`src/rtl/sae_pkg.sv`:
```
// Shared types and constants for the SPI absolute encoder reader.
// Holds op codes, phases, command bytes and the item structs.
// No dependencies.
package sae_pkg;

  localparam int NUM_ENCODERS = 3;
  localparam int ENC_IDX_W    = (NUM_ENCODERS > 1) ? $clog2(NUM_ENCODERS) : 1;

  localparam int OP_W      = 2;
  localparam int CH_W      = 2;
  localparam int BYTE_W    = 8;
  localparam int NIB_W     = 4;
  localparam int RAW_W     = 12;
  localparam int TRY_W     = 7;
  localparam int TURN_W    = 20;
  localparam int POS_W     = TURN_W + RAW_W;
  localparam int STEP_W    = RAW_W + 1;

  localparam int CFG_IDX_W  = 1;
  localparam int CFG_DATA_W = TRY_W;

  localparam int QDEPTH = 2;
  localparam int QPTR_W = $clog2(QDEPTH);
  localparam int QCNT_W = $clog2(QDEPTH + 1);

  localparam logic [BYTE_W-1:0] CMD_READ = 8'h10;
  localparam logic [BYTE_W-1:0] CMD_POLL = 8'h00;
  localparam logic [BYTE_W-1:0] CMD_ZERO = 8'h70;
  localparam logic [BYTE_W-1:0] ACK_ZERO = 8'h80;

  localparam logic [TRY_W-1:0] READ_LIMIT_RST = 7'd80;
  localparam logic [TRY_W-1:0] ZERO_LIMIT_RST = 7'd120;

  localparam logic signed [STEP_W-1:0] HALF_TURN     = 13'sd2048;
  localparam logic signed [STEP_W-1:0] NEG_HALF_TURN = -13'sd2048;
  localparam logic signed [TURN_W-1:0] TURN_MAX = {1'b0, {(TURN_W-1){1'b1}}};
  localparam logic signed [TURN_W-1:0] TURN_MIN = {1'b1, {(TURN_W-1){1'b0}}};

  typedef enum logic [OP_W-1:0] {
    OP_READ  = 2'd0,
    OP_ZERO  = 2'd1,
    OP_REPLY = 2'd2,
    OP_CLEAR = 2'd3
  } op_t;

  typedef enum logic [2:0] {
    PH_IDLE    = 3'd0,
    PH_RD_CMD  = 3'd1,
    PH_RD_POLL = 3'd2,
    PH_RD_MSB  = 3'd3,
    PH_RD_LSB  = 3'd4,
    PH_ZR_CMD  = 3'd5,
    PH_ZR_POLL = 3'd6
  } phase_t;

  typedef enum logic [CFG_IDX_W-1:0] {
    REG_READ_LIMIT = 1'd0,
    REG_ZERO_LIMIT = 1'd1
  } cfg_reg_t;

  typedef struct packed {
    op_t               op;
    logic [CH_W-1:0]   channel;
    logic              ch_ok;
    logic [BYTE_W-1:0] rx_byte;
  } cmd_t;

  typedef struct packed {
    logic                    send_valid;
    logic [BYTE_W-1:0]       send_byte;
    logic [CH_W-1:0]         send_channel;
    logic                    done_res;
    logic                    done_kind;
    logic                    status;
    logic [RAW_W-1:0]        raw_count;
    logic signed [POS_W-1:0] position;
  } result_t;

endpackage

```
`src/rtl/sae_if.sv`:
```
// Valid/ready channel interfaces for the encoder reader items.
// Depends on sae_pkg for field widths.
interface sae_in_if import sae_pkg::*; ();
  logic              valid;
  logic              ready;
  logic [OP_W-1:0]   op;
  logic [CH_W-1:0]   channel;
  logic [BYTE_W-1:0] rx_byte;

  modport source (output valid, op, channel, rx_byte, input ready);
  modport sink   (input valid, op, channel, rx_byte, output ready);
endinterface

interface sae_out_if import sae_pkg::*; ();
  logic                    valid;
  logic                    ready;
  logic                    send_valid;
  logic [BYTE_W-1:0]       send_byte;
  logic [CH_W-1:0]         send_channel;
  logic                    done_res;
  logic                    done_kind;
  logic                    status;
  logic [RAW_W-1:0]        raw_count;
  logic signed [POS_W-1:0] position;

  modport source (output valid, send_valid, send_byte, send_channel, done_res, done_kind,
                  status, raw_count, position, input ready);
  modport sink   (input valid, send_valid, send_byte, send_channel, done_res, done_kind,
                  status, raw_count, position, output ready);
endinterface

```
`src/rtl/sae_front.sv`:
```
// Input side: accepts items, classifies the channel and queues them.
// Depends on sae_pkg and sae_in_if.
module sae_front import sae_pkg::*; (
  input  logic         clk,
  input  logic         rst_n,
  sae_in_if.sink       in_item,
  output cmd_t         cmd,
  output logic         cmd_valid,
  input  logic         cmd_ready
);

  cmd_t              q_r [QDEPTH];
  logic [QPTR_W-1:0] wr_ptr_r, wr_ptr_nxt;
  logic [QPTR_W-1:0] rd_ptr_r, rd_ptr_nxt;
  logic [QCNT_W-1:0] cnt_r, cnt_nxt;
  logic              push, pop;
  cmd_t              cmd_in;

  assign in_item.ready = (cnt_r != QCNT_W'(QDEPTH));
  assign push = in_item.valid && in_item.ready;
  assign cmd_valid = (cnt_r != '0);
  assign pop  = cmd_valid && cmd_ready;
  assign cmd  = q_r[rd_ptr_r];

  always_comb begin
    cmd_in.op      = op_t'(in_item.op);
    cmd_in.channel = in_item.channel;
    cmd_in.ch_ok   = (32'(in_item.channel) < NUM_ENCODERS);
    cmd_in.rx_byte = in_item.rx_byte;
  end

  always_comb begin
    wr_ptr_nxt = push ? wr_ptr_r + 1'b1 : wr_ptr_r;
    rd_ptr_nxt = pop ? rd_ptr_r + 1'b1 : rd_ptr_r;
    cnt_nxt    = cnt_r + QCNT_W'(push) - QCNT_W'(pop);
  end

  always_ff @(posedge clk) begin
    if (push) begin
      q_r[wr_ptr_r] <= cmd_in;
    end
  end

  always_ff @(posedge clk) begin
    if (!rst_n) begin
      wr_ptr_r <= '0;
      rd_ptr_r <= '0;
      cnt_r    <= '0;
    end else begin
      wr_ptr_r <= wr_ptr_nxt;
      rd_ptr_r <= rd_ptr_nxt;
      cnt_r    <= cnt_nxt;
    end
  end

endmodule

```
`src/rtl/sae_back.sv`:
```
// Execution side: transaction sequencer, turn tracking and result register.
// Depends on sae_pkg and sae_out_if.
module sae_back import sae_pkg::*; (
  input  logic                  clk,
  input  logic                  rst_n,
  input  logic                  cfg_we,
  input  logic [CFG_IDX_W-1:0]  cfg_idx,
  input  logic [CFG_DATA_W-1:0] cfg_wdata,
  input  cmd_t                  cmd,
  input  logic                  cmd_valid,
  output logic                  cmd_ready,
  sae_out_if.source             out_item
);

  phase_t                   phase_r, phase_nxt;
  logic [CH_W-1:0]          act_ch_r, act_ch_nxt;
  logic                     act_kind_r, act_kind_nxt;
  logic [TRY_W-1:0]         try_r, try_nxt;
  logic [NIB_W-1:0]         nib_r, nib_nxt;
  logic [TRY_W-1:0]         rd_lim_r, zr_lim_r;
  logic [RAW_W-1:0]         last_raw_r [NUM_ENCODERS];
  logic signed [TURN_W-1:0] turn_r     [NUM_ENCODERS];
  logic                     out_valid_r;
  result_t                  out_res_r, res_nxt;

  logic                     take;
  logic [TRY_W-1:0]         try_inc;
  logic                     rd_timeout, zr_timeout;
  logic [RAW_W-1:0]         raw;
  logic [RAW_W-1:0]         cur_raw;
  logic signed [TURN_W-1:0] cur_turn, turn_new;
  logic signed [STEP_W-1:0] step;
  logic                     trk_we;
  logic [CH_W-1:0]          trk_ch;
  logic [RAW_W-1:0]         trk_raw;
  logic signed [TURN_W-1:0] trk_turn;

  assign cmd_ready = !out_valid_r || out_item.ready;
  assign take      = cmd_valid && cmd_ready;

  assign try_inc    = try_r + 1'b1;
  assign rd_timeout = (try_inc >= rd_lim_r);
  assign zr_timeout = (try_inc >= zr_lim_r);

  assign raw      = {nib_r, cmd.rx_byte};
  assign cur_raw  = last_raw_r[act_ch_r[ENC_IDX_W-1:0]];
  assign cur_turn = turn_r[act_ch_r[ENC_IDX_W-1:0]];
  assign step     = signed'({1'b0, raw}) - signed'({1'b0, cur_raw});

  always_comb begin
    turn_new = cur_turn;
    if (step > HALF_TURN) begin
      if (cur_turn != TURN_MIN) turn_new = cur_turn - 1'b1;
    end else if (step < NEG_HALF_TURN) begin
      if (cur_turn != TURN_MAX) turn_new = cur_turn + 1'b1;
    end
  end

  // next phase
  always_comb begin
    phase_nxt = phase_r;
    if (take) begin
      case (cmd.op)
        OP_READ: begin
          if (phase_r == PH_IDLE && cmd.ch_ok) phase_nxt = PH_RD_CMD;
        end
        OP_ZERO: begin
          if (phase_r == PH_IDLE && cmd.ch_ok) phase_nxt = PH_ZR_CMD;
        end
        OP_REPLY: begin
          case (phase_r)
            PH_RD_CMD:  phase_nxt = PH_RD_POLL;
            PH_RD_POLL: begin
              if (cmd.rx_byte == CMD_READ) phase_nxt = PH_RD_MSB;
              else if (rd_timeout)         phase_nxt = PH_IDLE;
            end
            PH_RD_MSB:  phase_nxt = PH_RD_LSB;
            PH_RD_LSB:  phase_nxt = PH_IDLE;
            PH_ZR_CMD:  phase_nxt = PH_ZR_POLL;
            PH_ZR_POLL: begin
              if (cmd.rx_byte == ACK_ZERO || zr_timeout) phase_nxt = PH_IDLE;
            end
            default:    phase_nxt = PH_IDLE;
          endcase
        end
        default: ;
      endcase
    end
  end

  // results and datapath updates
  always_comb begin
    res_nxt      = '0;
    act_ch_nxt   = act_ch_r;
    act_kind_nxt = act_kind_r;
    try_nxt      = try_r;
    nib_nxt      = nib_r;
    trk_we       = 1'b0;
    trk_ch       = act_ch_r;
    trk_raw      = raw;
    trk_turn     = turn_new;
    case (cmd.op)
      OP_READ, OP_ZERO: begin
        if (phase_r == PH_IDLE && cmd.ch_ok) begin
          act_ch_nxt           = cmd.channel;
          act_kind_nxt         = (cmd.op == OP_ZERO);
          try_nxt              = '0;
          res_nxt.send_valid   = 1'b1;
          res_nxt.send_byte    = (cmd.op == OP_READ) ? CMD_READ : CMD_ZERO;
          res_nxt.send_channel = cmd.channel;
        end
      end
      OP_CLEAR: begin
        if (cmd.ch_ok) begin
          trk_we   = 1'b1;
          trk_ch   = cmd.channel;
          trk_raw  = '0;
          trk_turn = '0;
        end
      end
      OP_REPLY: begin
        case (phase_r)
          PH_RD_CMD, PH_ZR_CMD: begin
            try_nxt              = '0;
            res_nxt.send_valid   = 1'b1;
            res_nxt.send_byte    = CMD_POLL;
            res_nxt.send_channel = act_ch_r;
          end
          PH_RD_POLL: begin
            if (cmd.rx_byte == CMD_READ) begin
              res_nxt.send_valid   = 1'b1;
              res_nxt.send_byte    = CMD_POLL;
              res_nxt.send_channel = act_ch_r;
            end else begin
              try_nxt = try_inc;
              if (rd_timeout) begin
                res_nxt.done_res  = 1'b1;
                res_nxt.done_kind = act_kind_r;
                res_nxt.status    = 1'b1;
              end else begin
                res_nxt.send_valid   = 1'b1;
                res_nxt.send_byte    = CMD_POLL;
                res_nxt.send_channel = act_ch_r;
              end
            end
          end
          PH_RD_MSB: begin
            nib_nxt              = cmd.rx_byte[NIB_W-1:0];
            res_nxt.send_valid   = 1'b1;
            res_nxt.send_byte    = CMD_POLL;
            res_nxt.send_channel = act_ch_r;
          end
          PH_RD_LSB: begin
            trk_we            = 1'b1;
            res_nxt.done_res  = 1'b1;
            res_nxt.raw_count = raw;
            res_nxt.position  = {turn_new, raw};
          end
          PH_ZR_POLL: begin
            if (cmd.rx_byte == ACK_ZERO) begin
              res_nxt.done_res  = 1'b1;
              res_nxt.done_kind = 1'b1;
            end else begin
              try_nxt = try_inc;
              if (zr_timeout) begin
                res_nxt.done_res  = 1'b1;
                res_nxt.done_kind = act_kind_r;
                res_nxt.status    = 1'b1;
              end else begin
                res_nxt.send_valid   = 1'b1;
                res_nxt.send_byte    = CMD_POLL;
                res_nxt.send_channel = act_ch_r;
              end
            end
          end
          default: ;
        endcase
      end
      default: ;
    endcase
  end

  always_ff @(posedge clk) begin
    if (!rst_n) begin
      phase_r     <= PH_IDLE;
      act_ch_r    <= '0;
      act_kind_r  <= 1'b0;
      try_r       <= '0;
      nib_r       <= '0;
      out_valid_r <= 1'b0;
      for (int i = 0; i < NUM_ENCODERS; i++) begin
        last_raw_r[i] <= '0;
        turn_r[i]     <= '0;
      end
    end else begin
      if (take) begin
        phase_r     <= phase_nxt;
        act_ch_r    <= act_ch_nxt;
        act_kind_r  <= act_kind_nxt;
        try_r       <= try_nxt;
        nib_r       <= nib_nxt;
        out_valid_r <= 1'b1;
        if (trk_we) begin
          last_raw_r[trk_ch[ENC_IDX_W-1:0]] <= trk_raw;
          turn_r[trk_ch[ENC_IDX_W-1:0]]     <= trk_turn;
        end
      end else if (out_item.ready) begin
        out_valid_r <= 1'b0;
      end
    end
  end

  always_ff @(posedge clk) begin
    if (take) begin
      out_res_r <= res_nxt;
    end
  end

  always_ff @(posedge clk) begin
    if (!rst_n) begin
      rd_lim_r <= READ_LIMIT_RST;
      zr_lim_r <= ZERO_LIMIT_RST;
    end else if (cfg_we) begin
      case (cfg_reg_t'(cfg_idx))
        REG_READ_LIMIT: rd_lim_r <= cfg_wdata;
        REG_ZERO_LIMIT: zr_lim_r <= cfg_wdata;
        default: ;
      endcase
    end
  end

  assign out_item.valid        = out_valid_r;
  assign out_item.send_valid   = out_res_r.send_valid;
  assign out_item.send_byte    = out_res_r.send_byte;
  assign out_item.send_channel = out_res_r.send_channel;
  assign out_item.done_res     = out_res_r.done_res;
  assign out_item.done_kind    = out_res_r.done_kind;
  assign out_item.status       = out_res_r.status;
  assign out_item.raw_count    = out_res_r.raw_count;
  assign out_item.position     = out_res_r.position;

endmodule

```
`src/rtl/spi_absolute_encoder_reader.sv`:
```
// SPI absolute encoder reader, top level: queue front end and sequencer back end.
// Result path: an accepted item is written into a queue entry, then into the result register;
// the back end stalls while the result register holds an item that out_item has not taken.
// Throughput: 1 item per cycle, unless the result register is held back by out_item.ready.
// Reset: synchronous, active-low rst_n; clears queue, sequencer and tracking, try limits to 80/120.
// Depends on sae_pkg, sae_if, sae_front and sae_back.
module spi_absolute_encoder_reader import sae_pkg::*; (
  input  logic                  clk,
  input  logic                  rst_n,
  input  logic                  cfg_we,
  input  logic [CFG_IDX_W-1:0]  cfg_idx,
  input  logic [CFG_DATA_W-1:0] cfg_wdata,
  sae_in_if.sink                in_item,
  sae_out_if.source             out_item
);

  cmd_t cmd;
  logic cmd_valid;
  logic cmd_ready;

  sae_front u_front (
    .clk       (clk),
    .rst_n     (rst_n),
    .in_item   (in_item),
    .cmd       (cmd),
    .cmd_valid (cmd_valid),
    .cmd_ready (cmd_ready)
  );

  sae_back u_back (
    .clk       (clk),
    .rst_n     (rst_n),
    .cfg_we    (cfg_we),
    .cfg_idx   (cfg_idx),
    .cfg_wdata (cfg_wdata),
    .cmd       (cmd),
    .cmd_valid (cmd_valid),
    .cmd_ready (cmd_ready),
    .out_item  (out_item)
  );

endmodule
```
`src/flat_wrapper.sv`:
```
// flat-port wrapper written by rule: the top's interface ports become plain ports
module spi_absolute_encoder_reader_flat import sae_pkg::*;
  (clk, rst_n, cfg_we, cfg_idx, cfg_wdata, in_item_valid, in_item_op, in_item_channel, in_item_rx_byte, in_item_ready, out_item_valid, out_item_send_valid, out_item_send_byte, out_item_send_channel, out_item_done_res, out_item_done_kind, out_item_status, out_item_raw_count, out_item_position, out_item_ready);
  sae_in_if in_item_i ();
  sae_out_if out_item_i ();
  input  logic clk;
  input  logic rst_n;
  input  logic cfg_we;
  input  logic [CFG_IDX_W-1:0] cfg_idx;
  input  logic [CFG_DATA_W-1:0] cfg_wdata;
  input wire logic [$bits(in_item_i.valid)-1:0] in_item_valid;
  input wire logic [$bits(in_item_i.op)-1:0] in_item_op;
  input wire logic [$bits(in_item_i.channel)-1:0] in_item_channel;
  input wire logic [$bits(in_item_i.rx_byte)-1:0] in_item_rx_byte;
  output wire logic [$bits(in_item_i.ready)-1:0] in_item_ready;
  output wire logic [$bits(out_item_i.valid)-1:0] out_item_valid;
  output wire logic [$bits(out_item_i.send_valid)-1:0] out_item_send_valid;
  output wire logic [$bits(out_item_i.send_byte)-1:0] out_item_send_byte;
  output wire logic [$bits(out_item_i.send_channel)-1:0] out_item_send_channel;
  output wire logic [$bits(out_item_i.done_res)-1:0] out_item_done_res;
  output wire logic [$bits(out_item_i.done_kind)-1:0] out_item_done_kind;
  output wire logic [$bits(out_item_i.status)-1:0] out_item_status;
  output wire logic [$bits(out_item_i.raw_count)-1:0] out_item_raw_count;
  output wire logic [$bits(out_item_i.position)-1:0] out_item_position;
  input wire logic [$bits(out_item_i.ready)-1:0] out_item_ready;
  assign in_item_i.valid = in_item_valid;
  assign in_item_i.op = in_item_op;
  assign in_item_i.channel = in_item_channel;
  assign in_item_i.rx_byte = in_item_rx_byte;
  assign in_item_ready = in_item_i.ready;
  assign out_item_valid = out_item_i.valid;
  assign out_item_send_valid = out_item_i.send_valid;
  assign out_item_send_byte = out_item_i.send_byte;
  assign out_item_send_channel = out_item_i.send_channel;
  assign out_item_done_res = out_item_i.done_res;
  assign out_item_done_kind = out_item_i.done_kind;
  assign out_item_status = out_item_i.status;
  assign out_item_raw_count = out_item_i.raw_count;
  assign out_item_position = out_item_i.position;
  assign out_item_i.ready = out_item_ready;
  spi_absolute_encoder_reader u_core (.clk(clk), .rst_n(rst_n), .cfg_we(cfg_we), .cfg_idx(cfg_idx), .cfg_wdata(cfg_wdata), .in_item(in_item_i), .out_item(out_item_i));
endmodule
```
`config.mk`:
```
export PLATFORM = sky130hd
export DESIGN_NAME = spi_absolute_encoder_reader_flat
export DESIGN_NICKNAME = d
export VERILOG_FILES = /design/src/rtl/sae_pkg.sv /design/src/rtl/sae_if.sv /design/src/rtl/sae_front.sv /design/src/rtl/sae_back.sv /design/src/rtl/spi_absolute_encoder_reader.sv /design/src/flat_wrapper.sv
export SDC_FILE = /design/constraint.sdc
export NUM_CORES = 1
export LEC_CHECK = 0
export BUFFER_PORTS_ARGS = -buffer_cell sky130_fd_sc_hd__buf_2
export CORE_MARGIN = 2
export CORE_UTILIZATION = 53
export CTS_CLUSTER_DIAMETER = 80
export DETAILED_ROUTE_END_ITERATION = 6
export PLACE_DENSITY_LB_ADDON = 0.12
export SYNTH_ARGS = -nofsm -noshare
export SYNTH_HDL_FRONTEND = slang
export SYNTH_SLANG_ARGS = --single-unit
```
`constraint.sdc`:
```
create_clock -name clk -period 6.7 [get_ports clk]
set_input_delay 2.01 -clock clk [delete_from_list [all_inputs] [get_ports clk]]
set_output_delay 2.01 -clock clk [all_outputs]
set_load 0.05 [all_outputs]
```
======== Yosys cells after proc, flatten, opt, wreduce, memory -nomap -nowiden ========
Memory sizes are Yosys's and may differ from the RTL's. A register that Yosys moved wholly into a read port is not among the register bits.
Index checks and enable logic that the tools add are counted.
storage, ports and cells
  register bits after elaboration ......... 94
  word-level logic and storage cells ...... 143
  input bits .............................. 25
  memories ................................ 3
  output and inout port bits .............. 60
  memory bits (writable) .................. 122
memory list
  memory                    words  bits a word  rd ports  clocked after Yosys merged registers in  write ports  line             text
  u_core.u_back.turn_r      3      20           1         1                                        3            sae_back.sv:22   logic signed [TURN_W-1:0] turn_r [NUM_ENCODERS];
  u_core.u_back.last_raw_r  3      12           1         1                                        3            sae_back.sv:21   logic [RAW_W-1:0] last_raw_r [NUM_ENCODERS];
  u_core.u_front.q_r        2      13           1         1                                        1            sae_front.sv:12  cmd_t q_r [QDEPTH];
cells by class
  bitwise logic cells ..................... 1
  reduce and logical (&&, ||, !) cells .... 24
  $add $sub $neg .......................... 8
  magnitude comparators ................... 5
  multiplexer cells ....................... 61
  equal/unequal tests ..................... 22
operators by type and width
  cell                                                                             count
  20-bit 2-to-1 mux                                                                7
  11-bit 2-to-1 mux                                                                5
  20-bit inequality test (second input constant)                                   2
  12-bit 2-to-1 mux                                                                3
  11-bit case mux with 3 select lines                                              1
  7-bit 2-to-1 mux                                                                 4
  3-bit 2-to-1 mux                                                                 8
  11-bit case mux with 2 select lines                                              1
  7-bit case mux with 3 select lines                                               1
  20-bit by 1-bit adder with 20-bit output (second input constant)                 1
  20-bit OR reduction                                                              1
  20-bit by 1-bit subtractor with 20-bit output (second input constant)            1
  2-bit 2-to-1 mux                                                                 9
  1-bit 2-to-1 mux                                                                 16
  3-bit case mux with 5 select lines                                               1
  7-bit greater-or-equal comparator                                                2
  7-bit case mux with 2 select lines                                               1
  13-bit > comparator (second input constant)                                      1
  13-bit by 12-bit less-than comparator with 1-bit output (second input constant)  1
  12-bit by 12-bit subtractor with 13-bit output                                   1
  6-bit AND reduction                                                              2
  12-bit OR reduction                                                              1
  3-bit == test (second input constant)                                            3
  3-bit inequality test (second input constant)                                    3
  30 further kinds                                                                 45

======== Logic depth before layout (Yosys ltp) ========
  depth after elaboration ................. 9
  depth in mapped cells ................... 19
  depth with buffers taken out ............ 12

======== Hierarchy ========
Synthesis repeated with hierarchy kept, for this count alone.
second synthesis, totals
  cells, all modules ...................... 1,029
  area total of the unflattened synthesis .. 11,840.1 µm²
modules (own cells, without submodules)
  module     seq. area each (µm²)  area each (µm²)  times used  cells each
  sae_back   5,725.5               10,660.2         1           964
  sae_front  880.8                 1,179.9          1           65

======== Least setup slack after synthesis ========
No wires, ideal clock.
  kind .................................... input-to-reg
  start ................................... input port out_item_ready
  end ..................................... memory u_core.u_back.last_raw_r[3][0] (enable)
  required time ........................... 6.275 ns
  arrival time ............................ 5.972 ns
  stages .................................. 5
  setup slack ............................. 0.304 ns
  cell sequence ........................... nor2b_1 > nor2_1 > nand2_1 > a21oi_1 > nor2b_1
RTL lines
  element             line                text
  start: declaration  flat_wrapper.sv:25  input wire logic [$bits(out_item_i.ready)-1:0] out_item_ready;
  end: declaration    sae_back.sv:21

==> reports/metrics.cfg <==
[die]
floorplan.io_pins=85
horizontal_die_dimension_um=152.7
floorplan.die_area_um2=23300
floorplan.initialDensity_pct=53.83
fp.coreArea_um2=21760
die-height_um=152.7
rows=54

[sta]
layout_worst_path_cycle_share_pct=79.72
fin_tns_setup_ns=0
clock.fmax_mhz=187.2
fin_skew_ns=0.01536
max_slew_margin_pct=18.92
worstMarginPinSlew_ns=1.212
unrepaired_setup_endpoints_after_global_routing=no
final_max_slew_viol_count=0
final_period_minus_worst_setup_slack_ns=5.341
finalHoldViolCount=0
finalSetupViolations=0

[synthesis]
ys_async_sr_fraction_pct=0
ys.flop_type=sky130_fd_sc_hd__edfxtp_1
yosysTopAreaCellShare_pct=49.74
synth_top_cells_by_area=sky130_fd_sc_hd__edfxtp_1 (50%), sky130_fd_sc_hd__dfxtp_1 (6.7%), sky130_fd_sc_hd__mux4_2 (6.2%)
avgSynthCellArea_um2=11.55
synth_cells=1014
yosys_warnings=0
synth_enable_flop_cells=194
yosys_register_bits=233
synth_area_leader_cell=sky130_fd_sc_hd__edfxtp_1
synth_cell_type_count=75
synth.cell_area_um2=11710
synth_sequential_area_ratio_pct=56.41

[routing]
pre_repair_dr_iteration_count=5
dr.first_iter.drc_count=595
route.final.wire_length_um=25860
via_count=7934
antenna_left=0
routedWlPerCell_um=18.90
detail_route.drc_violations=0
routed_via_density=5.800

[global_route]
first_global_vias=7672
grt.overflow.total=0
global_route.usage.total_pct=22.05
global_route_wire_length_before_repair_um=41330
grt_start_max_net_pins=46
antenna_found_initial=0

[critical_path]
path_class=flip-flop to flip-flop
worst_setup_path_end_kind=flip-flop
required_ns=6.93
r2r.worst_path.cells=12
worst-endpoint-arrival_ns=5.57
cp-start-kind=flip-flop
critPathMaxFanout=28
setup.reg_to_reg.worst_slack_ns=1.36
critical_path.reg2reg.endpoint=u_core.u_back.turn_r[1][17]
critPathCapture=u_core.u_back.turn_r[1][17]

[final_layout]
antennaDiodeCount=0
layout_cell_share_with_drive_strength_beyond_1_pct=16.82
flow.area_growth_from_synthesis_pct=11.71
nNetsFinal=1131
finish.instance_area_um2=13080

[status]
run_status=finished, final reports clean

[clock_tree]
clockRootBuffer=sky130_fd_sc_hd__clkbuf_16
tritoncts.num_buffers=25
clock_sink_count=233
path_clk_slew_ns=0.06
maximum_count_of_clock_buffers_along_a_single_path=3
cts_setup_buffers=0
clock_latency_ns=0.52
cts_tree=done
cts.htree.levels=1
cts_hold_buf=0
ctsResizeCount=0

[run]
timing.max_cap.violations=0

[place]
input_output_buffers=79
place.gp.congestion=0.8488
dp.final_hpwl_um=16560
placement.cell_area_um2=12210

[hold_path]
hold_class=flip-flop to flip-flop

[power]
power.ir.vdd_worst_uv=349.2
leakage_nw=5.019
power-per-cell-area_nw_per_um2=379.0

registers in the layout, summed over array words and instances (netlist names), 3 cells and up, named ones only:
register	cells
u_core.u_back.phase_r	3
u_core.u_front.q_r	26
u_core.u_back.out_item.position	21
u_core.u_back.try_r	7
u_core.u_back.rd_lim_r	7
u_core.u_back.turn_r	80
u_core.u_back.last_raw_r	48
u_core.u_back.nib_r	4
u_core.u_back.out_item.raw_count	11
u_core.u_back.zr_lim_r	7
worst min path at each step:
stage / from / endpoint / slack, ns / cells past startpoint
floorplan: u_core.u_back.rd_lim_r[3] / u_core.u_back.rd_lim_r[3] / 0.44 / 2
global placement: u_core.u_back.rd_lim_r[5] / u_core.u_back.rd_lim_r[5] / 0.46 / 2
detailed placement: u_core.u_back.rd_lim_r[2] / u_core.u_back.rd_lim_r[2] / 0.47 / 2
CTS: u_core.u_back.rd_lim_r[1] / u_core.u_back.rd_lim_r[1] / 0.47 / 2
global route: u_core.u_back.zr_lim_r[2] / u_core.u_back.zr_lim_r[2] / 0.50 / 2
finish: u_core.u_back.rd_lim_r[5] / u_core.u_back.rd_lim_r[5] / 0.47 / 2
worst max-delay path, cell delays in order (launching register included):
cell                       delay (ns)
sky130_fd_sc_hd__dfxtp_1         0.87
sky130_fd_sc_hd__mux2i_1         0.55
sky130_fd_sc_hd__inv_1           0.20
sky130_fd_sc_hd__ha_1            0.24
sky130_fd_sc_hd__a21oi_1         0.22
sky130_fd_sc_hd__a31oi_1         0.16
sky130_fd_sc_hd__nor3b_1         0.59
sky130_fd_sc_hd__o31ai_1         0.16
sky130_fd_sc_hd__nor4_1          0.36
sky130_fd_sc_hd__a211o_1         0.80
sky130_fd_sc_hd__o22ai_1         0.22
sky130_fd_sc_hd__a311oi_1        0.56
sky130_fd_sc_hd__nor2_1          0.11
report_power, final:
part / switching (mW) / internal, mW / leakage [nW]
Sequential: 0.101 / 1.79 / 2.24
Combinational: 1.15 / 0.463 / 2.35
Clock: 0.552 / 0.901 / 0.430
Total: 1.80 / 3.16 / 5.02
cells in the mapped netlist, drive strengths merged (5+ instances only):
cell type and count:
a21boi 10, a21o 10, a21oi 25, a31oi 7
and2 14, buf 27, clkbuf 36, dfxtp 39
edfxtp 194, ha 36, inv 54, mux2 6
mux2i 22, mux4 32, nand2 88, nand2b 12
nand3 26, nand3b 5, nand4 11, nor2 185
nor2b 17, nor3 10, nor3b 5, o211a 6
o211ai 7, o21a 5, o21ai 18, o31ai 7
or2 5, or3 7, or4 8, xnor2 19
xor2 5
final cells by class:
class / instances / area [um^2]
multi-input combinational: 668 / 4594
clock inverter: 14 / 200.2
clock buffer: 32 / 671.9
tap: 280 / 350.3
inverter: 54 / 202.7
timing repair buffer: 87 / 455.4
sequential: 233 / 6608
fill: 1831 / 8673
stage by stage:
step           setup slack (ns)  util (%)  hold WS (ns)  total power, mW  cells
3_3_place_gp              1.514     56.12        0.4578            3.517   1322
6_report                  1.359     60.13        0.4720            4.958   1368
5_1_grt                  0.9623     60.13        0.5018            5.190   1368
3_5_place_dp              1.406     56.12        0.4651            3.527   1322
2_1_floorplan            0.3039         -        0.4435            3.191   1018
4_1_cts                   1.398     60.13        0.4735            4.984   1368
cell families after synthesis:
| group | synth area share (%) |
|---|---|
| buffers and inverters | 4.594 |
| AOI/OAI and AO/OA | 8.077 |
| and+or+nand+nor | 16.40 |
| muxes | 8.611 |
| adders and majority gates | 4.017 |
| DFF | 56.41 |
| other | 0.03202 |
| xor gates and xnor gates | 1.859 |
placed cells by master (no fill, tap or decap), types with 7 or more instances in the layout:
cell type / netlist / layout
sky130_fd_sc_hd__o21ai_0: 17 / 17
sky130_fd_sc_hd__nand3_1: 26 / 26
sky130_fd_sc_hd__buf_2: 4 / 79
sky130_fd_sc_hd__mux2i_1: 22 / 22
sky130_fd_sc_hd__nor2b_1: 17 / 15
sky130_fd_sc_hd__nor3_1: 9 / 9
sky130_fd_sc_hd__nand2_1: 88 / 88
sky130_fd_sc_hd__edfxtp_1: 194 / 194
sky130_fd_sc_hd__xnor2_1: 18 / 18
sky130_fd_sc_hd__or4_1: 7 / 7
sky130_fd_sc_hd__nand2b_1: 12 / 12
sky130_fd_sc_hd__or3_1: 7 / 7
sky130_fd_sc_hd__and2_1: 14 / 14
sky130_fd_sc_hd__ha_1: 36 / 36
sky130_fd_sc_hd__dfxtp_1: 39 / 38
sky130_fd_sc_hd__nor2_1: 184 / 183
sky130_fd_sc_hd__a21o_1: 10 / 10
sky130_fd_sc_hd__mux4_2: 32 / 32
sky130_fd_sc_hd__nand4_1: 11 / 11
sky130_fd_sc_hd__o211ai_1: 7 / 7
sky130_fd_sc_hd__clkbuf_16: 0 / 25
sky130_fd_sc_hd__buf_4: 19 / 8
sky130_fd_sc_hd__inv_1: 54 / 54
sky130_fd_sc_hd__a21boi_0: 10 / 10
sky130_fd_sc_hd__a21oi_1: 25 / 25
routing by layer:
| metal | track usage [%] | routed length (um) | share of wire [%] |
|---|---|---|---|
| met5 | 0 | 0 | 0 |
| met4 | 6.349 | 584 | 2.3 |
| met1 | 31.36 | 11290 | 44 |
| met2 | 36.02 | 12390 | 48 |
| met3 | 2.702 | 1594 | 6.2 |
No activity file was read; power rests on OpenSTA's default activity.
